==> src/rtl/core/geq_pkg.sv <==
// Shared types, constants and helpers of the ten-band graphic equalizer.
package geq_pkg;

  localparam int CHANNELS = 6;
  localparam int BANDS    = 10;
  localparam int CH_IDX_W = (CHANNELS > 1) ? $clog2(CHANNELS) : 1;

  // item kinds carried in func
  localparam logic [1:0] FUNC_SAMPLE = 2'd0;
  localparam logic [1:0] FUNC_COEF   = 2'd1;
  localparam logic [1:0] FUNC_GAIN   = 2'd2;

  // coefficient selectors
  localparam logic [1:0] SEL_A0 = 2'd0;
  localparam logic [1:0] SEL_A1 = 2'd1;
  localparam logic [1:0] SEL_B0 = 2'd2;

  // configuration register indexes
  localparam logic REG_ACTIVE_BANDS = 1'b0;

  // fixed b1 tap, -1.0050 in Q2.21
  localparam logic signed [23:0] B1_FIXED = -24'sd2107638;

  localparam logic signed [47:0] SAT40_MAX = 48'sd549755813887;
  localparam logic signed [47:0] SAT40_MIN = -48'sd549755813888;

  // one beat travelling down the band chain
  typedef struct packed {
    logic [1:0]         func;
    logic [2:0]         channel;
    logic [3:0]         band;
    logic [1:0]         coef_sel;
    logic signed [23:0] value;
    logic signed [39:0] y;
  } item_t;

  function automatic logic signed [39:0] sat40(input logic signed [47:0] x);
    logic signed [39:0] r;
    if (x > SAT40_MAX) r = SAT40_MAX[39:0];
    else if (x < SAT40_MIN) r = SAT40_MIN[39:0];
    else r = x[39:0];
    return r;
  endfunction

endpackage

==> src/rtl/core/geq_cell.sv <==
// One band section: coefficients, per-channel gain and delay line, shared multiplier.
module geq_cell (
  input  logic            clk,
  input  logic            rst,
  input  logic [3:0]      band_idx,
  input  logic            band_on,
  input  logic            in_valid,
  output logic            in_ready,
  input  geq_pkg::item_t  in_item,
  output logic            out_valid,
  input  logic            out_ready,
  output geq_pkg::item_t  out_item
);

  geq_pkg::item_t item;
  logic full, busy;
  logic [2:0] pidx;
  logic [1:0] phase;

  logic signed [23:0] a0, a1, b0;
  logic signed [23:0] gain [geq_pkg::CHANNELS];
  logic signed [39:0] drec [geq_pkg::CHANNELS];
  logic signed [39:0] dold [geq_pkg::CHANNELS];

  logic signed [44:0] mlo;
  logic signed [43:0] mhi;
  logic signed [47:0] acc;
  logic signed [39:0] w, v;

  logic [geq_pkg::CH_IDX_W-1:0] ch, in_ch;
  logic signed [39:0] d1, d2, opa, ynew;
  logic signed [23:0] opc;
  logic signed [63:0] prod;
  logic signed [47:0] fl;
  logic in_acc, out_acc, in_ch_ok;

  assign ch      = item.channel[geq_pkg::CH_IDX_W-1:0];
  assign in_ch   = in_item.channel[geq_pkg::CH_IDX_W-1:0];
  assign in_ch_ok = {1'b0, in_item.channel} < 4'(geq_pkg::CHANNELS);
  assign d1      = drec[ch];
  assign d2      = dold[ch];
  assign in_ready  = !full;
  assign out_valid = full && !busy;
  assign out_item  = item;
  assign in_acc  = in_valid && in_ready;
  assign out_acc = out_valid && out_ready;

  // operand pair of the current product
  always_comb begin
    case (pidx)
      3'd0: begin opa = item.y; opc = b0; end
      3'd1: begin opa = d1;     opc = a0; end
      3'd2: begin opa = d2;     opc = a1; end
      3'd3: begin opa = d2;     opc = geq_pkg::B1_FIXED; end
      3'd4: begin opa = v;      opc = gain[ch]; end
      default: begin opa = '0;  opc = '0; end
    endcase
  end

  // recombine partial products, floor shift by 21
  always_comb begin
    prod = (64'(mhi) <<< 20) + 64'(mlo);
    fl   = 48'(prod >>> 21);
    ynew = geq_pkg::sat40(48'(item.y) + fl);
  end

  // control
  always_ff @(posedge clk) begin
    if (rst) begin
      full  <= 1'b0;
      busy  <= 1'b0;
      pidx  <= '0;
      phase <= '0;
    end else begin
      if (in_acc) begin
        full  <= 1'b1;
        busy  <= (in_item.func == geq_pkg::FUNC_SAMPLE) && band_on;
        pidx  <= '0;
        phase <= '0;
      end else if (busy) begin
        if (phase == 2'd2) begin
          phase <= '0;
          pidx  <= pidx + 3'd1;
          if (pidx == 3'd4) busy <= 1'b0;
        end else begin
          phase <= phase + 2'd1;
        end
      end else if (out_acc) begin
        full <= 1'b0;
      end
    end
  end

  // band coefficients and gains, written as write beats pass
  always_ff @(posedge clk) begin
    if (rst) begin
      a0 <= '0;
      a1 <= '0;
      b0 <= '0;
      for (int i = 0; i < geq_pkg::CHANNELS; i++) gain[i] <= '0;
    end else if (in_acc && in_item.band == band_idx) begin
      if (in_item.func == geq_pkg::FUNC_COEF) begin
        case (in_item.coef_sel)
          geq_pkg::SEL_A0: a0 <= in_item.value;
          geq_pkg::SEL_A1: a1 <= in_item.value;
          geq_pkg::SEL_B0: b0 <= in_item.value;
          default: ;
        endcase
      end else if (in_item.func == geq_pkg::FUNC_GAIN && in_ch_ok) begin
        gain[in_ch] <= in_item.value;
      end
    end
  end

  // delay line per channel
  always_ff @(posedge clk) begin
    if (rst) begin
      for (int i = 0; i < geq_pkg::CHANNELS; i++) begin
        drec[i] <= '0;
        dold[i] <= '0;
      end
    end else if (busy && phase == 2'd2 && pidx == 3'd4) begin
      dold[ch] <= d1;
      drec[ch] <= w;
    end
  end

  // datapath: low half, high half, combine and accumulate
  always_ff @(posedge clk) begin
    if (in_acc) begin
      item <= in_item;
    end else if (busy) begin
      case (phase)
        2'd0: mlo <= $signed({1'b0, opa[19:0]}) * opc;
        2'd1: mhi <= $signed(opa[39:20]) * opc;
        default: begin
          case (pidx)
            3'd0: acc <= fl;
            3'd1: acc <= acc + fl;
            3'd2: w   <= geq_pkg::sat40(acc + fl);
            3'd3: v   <= geq_pkg::sat40(48'(w) + fl);
            default: item.y <= ynew;
          endcase
        end
      endcase
    end
  end

endmodule

==> config.mk <==
export PLATFORM = sky130hd
export DESIGN_NAME = geq_cell
export DESIGN_NICKNAME = d
export VERILOG_FILES = /design/src/rtl/core/geq_pkg.sv /design/src/rtl/core/geq_cell.sv
export SDC_FILE = /design/constraint.sdc
export NUM_CORES = 2
export LEC_CHECK = 0
export ABC_AREA = 1
export BUFFER_PORTS_ARGS = -buffer_cell sky130_fd_sc_hd__buf_2
export CAP_MARGIN = 0
export CORE_ASPECT_RATIO = 1.5
export CORE_UTILIZATION = 35
export CTS_BUF_LIST = sky130_fd_sc_hd__clkbuf_16
export CTS_CLUSTER_SIZE = 10
export DETAILED_ROUTE_END_ITERATION = 7
export GPL_TIMING_DRIVEN = 0
export PLACE_DENSITY = 0.55
export SLEW_MARGIN = 20
export SYNTH_ARGS = -nofsm -noshare
export SYNTH_HDL_FRONTEND = slang
export SYNTH_SLANG_ARGS = --single-unit
==> constraint.sdc <==
create_clock -name clk -period 11.65 [get_ports clk]
set_clock_uncertainty 0.2 [all_clocks]
set_input_delay 2.9125 -clock clk [delete_from_list [all_inputs] [get_ports clk]]
set_output_delay 2.9125 -clock clk [all_outputs]
set_load 0.005 [all_outputs]
After elaboration in Yosys (flattened, before gate mapping):

Memory sizes are Yosys's and may differ from the RTL's. A register that Yosys moved wholly into a read port is not among the register bits.
Cells that the tools add are included.

* input bits: 84
* bits in latches: 0
* bits in registers: 371
* ROM bits: 0
* memories kept: 3
* output and inout port bits: 77
* logic and storage cells: 128
* RAM bits: 624

Memories
* dold: words 6, width 40, rd ports 1, clocked after memory_dff 1, write ports 6, line geq_cell.sv:23 `logic signed [39:0] dold [geq_pkg::CHANNELS];`
* drec: words 6, width 40, rd ports 1, clocked after memory_dff 1, write ports 6, line geq_cell.sv:22 `logic signed [39:0] drec [geq_pkg::CHANNELS];`
* gain: words 6, width 24, rd ports 1, clocked after memory_dff 1, write ports 6, line geq_cell.sv:21 `logic signed [23:0] gain [geq_pkg::CHANNELS];`

* magnitude comparators: 7
* bitwise gates (word level): 2
* multipliers: 2
* $add $sub $neg: 6
* shift-type cells: 0
* reduce and logical (&&, ||, !) cells: 35
* equality and inequality tests: 14
* mux-type cells: 41
* divide/modulo/power cells: 0

Operator list (number)
* 40-bit two-way mux: 10
* 40-bit case mux with 4 select lines: 1
* 24-bit case mux with 5 select lines: 1
* 48-bit case mux with 2 select lines: 1
* 40-bit by 43-bit adder with 44-bit output: 2
* 44-bit by 40-bit > comparator with 1-bit output, second input constant: 2
* 44-bit by 40-bit < comparator with 1-bit output, second input constant: 2
* 40-bit OR reduction: 2
* 64-bit by 45-bit adder with 64-bit output: 1
* 48-bit by 43-bit adder with 48-bit output: 1
* 48-bit by 40-bit > comparator with 1-bit output, second input constant: 1
* 48-bit by 40-bit < comparator with 1-bit output, second input constant: 1
* 21-bit by 24-bit multiplier with 45-bit output: 1
* 20-bit by 24-bit multiplier with 44-bit output: 1
* 24-bit two-way mux: 1
* 24-bit OR reduction: 1
* 1-bit two-way mux: 20
* 3-bit two-way mux: 6
* 3-bit AND reduction: 6
* 4-bit AND reduction: 3
* 1-bit logical AND: 8
* 2-bit by 1-bit equality test with 1-bit output, second input constant: 3
* 2-bit equality test, second input constant: 3
* 3-bit by 2-bit equality test with 1-bit output, second input constant: 2
* other kinds (16): 27

Depth between registers and ports, before layout:

* word-level depth: 9
* mapped depth: 39
* depth with buffers taken out: 36

Worst setup path after synthesis:

OpenSTA, ideal clock, no wires.

* path type: input to register
* start: input port rst
* end: memory dold[7][0], enable pin
* cell stages on the path: 5
* data arrival time: 8963 ps
* buffers on the path: 1
* data required time: 10833 ps
* setup time: 617 ps
* setup slack: 1870 ps
* cells stage by stage: clkbuf_1 inv_1 o21ai_0 inv_1 nor3_1

RTL lines
* from (decl): line geq_cell.sv:4 `input logic rst,`
* to (decl): line geq_cell.sv:23

==> impl_metrics.env <==
export IMPL_routed_wl_mm=411
export IMPL_io_buffers=160
export IMPL_min_period_over_period_pct=98.2
export IMPL_syn_inst=10921
export IMPL_p_leak_nw=48.9
export IMPL_cts_tree="done"
export IMPL_worst_slack_ns=0.208
export IMPL_dr_pass1_iters=6
export IMPL_synthArstFlopShare_pct=0
export IMPL_dr_total_vias=80568
export IMPL_rows=236
export IMPL_required_ns=11.94
export IMPL_ys_seq_area_share_pct=35.9
export IMPL_antenna_left=0
export IMPL_drv_slew=0
export IMPL_clk_latency_ns=0.87
export IMPL_synth_warnings=0
export IMPL_syn_to_final_growth_pct=11.3
export IMPL_antenna_found_initial=32
export IMPL_drv_cap=0
export IMPL_p_per_area_nw_per_um2=103
export IMPL_status="completed"
export IMPL_overflow=0
export IMPL_relSlewSlack_pct=11.6
export IMPL_drt_iter0_markers=7670
export IMPL_hpwl_mm=337
export IMPL_place_congestion=1.05
export IMPL_avgViaCountPerCell=5.33
export IMPL_path_max_fanout=12
export IMPL_wire_per_inst_um=27.2
export IMPL_track_usage_pct=29.2
export IMPL_path_class="flip-flop to flip-flop"
export IMPL_hold_slack_ns=0.257
export IMPL_grt_pass1_wl_mm=577
export IMPL_worst_slew_pin_slew_ns=1.33
export IMPL_syn_avg_cell_area_um2=8.86
export IMPL_layout_nets=12820
export IMPL_hold_viol=0
export IMPL_setup_viol=0
export IMPL_fin_crit_ns=11.44
export IMPL_r2r_setup_slack_ns=0.21
export IMPL_synth_edf_count=1104
export IMPL_clock_root_buffer="clkbuf_16"
export IMPL_start_util_pct=35.2
export IMPL_die_w_um=431
export IMPL_drive_above_1_share_pct=6.31
export IMPL_die_y_um=646
export IMPL_grt_setup_unrepaired="no"
export IMPL_endpoint_kind="flip-flop"
export IMPL_core_area_um2=275000
export IMPL_hp_start="a1[17]"
export IMPL_io_pins=161
export IMPL_synth_area_um2=96800
export IMPL_start_kind="flip-flop"
export IMPL_ys_ff_latch=1186
export IMPL_post_place_ws_ns=0.273
export IMPL_drc=0
export IMPL_first_global_vias=81251
export IMPL_cts_htree_levels=4
export IMPL_synth_flop_cell="edfxtp_1"
export IMPL_synth_cell_type_count=55
export IMPL_numClockSinks=1186
export IMPL_dieArea_um2=279000
export IMPL_clk_path_buf_depth=4
export IMPL_layout_commonest_cell="nand2_1"
export IMPL_grt_max_degree=42
export IMPL_cts_buffers=148
export IMPL_final_cell_mix="nand2_1 (2173), inv_1 (2036), nor2_1 (1435)"
export IMPL_clkTransAtPathRegs_ns=0.07
export IMPL_cts_setup_buffers=0
export IMPL_worst_ep_arrival_time_ns=11.73
export IMPL_clock_fmax_mhz=87.4
export IMPL_peakVddDrop_v=0.000107
export IMPL_hold_path_class="flip-flop to flip-flop"
-- per-stage QoR --
stage	instances	TNS, ns	total power, W	cell area [um2]	utilization [%]
5_1_grt	15095	0	0.0113	108000	39.2
2_1_floorplan	10968	0	0.00596	97000	-
3_5_place_dp	14879	0	0.00696	104000	37.7
4_1_cts	15090	0	0.0110	108000	39.1
3_3_place_gp	14817	-1170.13	0.00695	102000	37.2
6_report	15102	0	0.0111	108000	39.2
-- layout make-up --
class,instances,area [um2]
multi-input combinational,7298,52900
clock buffer,150,3750
antenna,13,32.5
inverter,2001,7510
timing repair buffer,222,1700
fill,28426,167000
sequential,1186,34800
buffer,482,2200
clock inverter,61,312
tap,3689,4620
-- what timing repair did --
| action | in CTS | in global routing |
|---|---|---|
| endpoints found under the setup margin | 0 | 9 |
| hold endpoints to repair | 0 | 0 |
| hold buffers | 0 | 0 |
| gates resized for setup | 0 | 10 |
-- registers in the layout (all words and copies together) (netlist names), 25 cells and up, named ones only --
signal,count
w,40
gain,192
mlo,25
mhi,44
out_item,72
drec,320
dold,320
v,40
acc,48
-- cell usage after synthesis (all sizes together) (61+ instances only) --
library cell  number  area [um2]
a21oi            431        2160
nor2            1444        5430
dfxtp             82        1640
a31oi             61         382
o22ai             72         450
buf              203        1120
edfxtp          1104       33200
nand2           2186        8220
ha               410        5130
xor2             156        1390
xnor2             79         692
o21ai            698        3500
clkbuf           280        1050
o221ai           129        1130
fa               987       19800
nand3            202        1020
inv             1998        7500
-- critical path, stage by stage, from the launching register on --
cell and delay, ns:
dfxtp_1 0.34, buf_2 0.34, buf_2 0.43, buf_1 0.94
nor2_1 0.12, o221ai_1 0.23, nand2_1 0.32, o2111ai_2 0.96
buf_2 0.50, nand2_1 0.12, fa_1 0.70, inv_1 0.16
fa_1 0.92, fa_1 0.54, fa_1 0.57, inv_1 0.05
fa_1 0.45, fa_1 0.58, inv_1 0.08, fa_1 0.46
ha_1 0.39, a21oi_1 0.16, inv_1 0.09, a31oi_1 0.27
o21ai_0 0.22, inv_1 0.09, nand2_1 0.06, xor2_1 0.74
-- routing by layer --
metal,share of wire [%],track usage [%],vias to the layer above
met1,34,31.8,40178
met2,48,49.3,3636
met3,7.8,5.23,1231
met5,0.034,0,-
li1,-,-,35501
met4,10,24.8,22
-- path summary, 6_finish.rpt --
| path | end | depth (start not counted) |
|---|---|---|
| setup reg to reg | mlo[36] | 27 |
| hold reg to reg | a1[17] | 2 |
| hold / removal | a1[17] | 2 |
| setup / recovery | mlo[36] | 27 |
-- logic make-up after synthesis --
logic type,Yosys count,synth area share [%]
AOI/OAI and AO/OA,1647,10.2
buffers and inverters,2484,10.0
adders and majority gates,1397,25.7
and+or+nand+nor,3971,16.0
xor gates and xnor gates,235,2.15
other,1,0.00387
DFF,1186,35.9
-- power breakdown --
part,internal (W),switching [W],leakage [nW]
combinational,0.000516,0.00155,35.3
clock,0.00232,0.00181,2.15
sequential,0.00477,0.000111,11.4
Power figures use the tool's default switching activity.
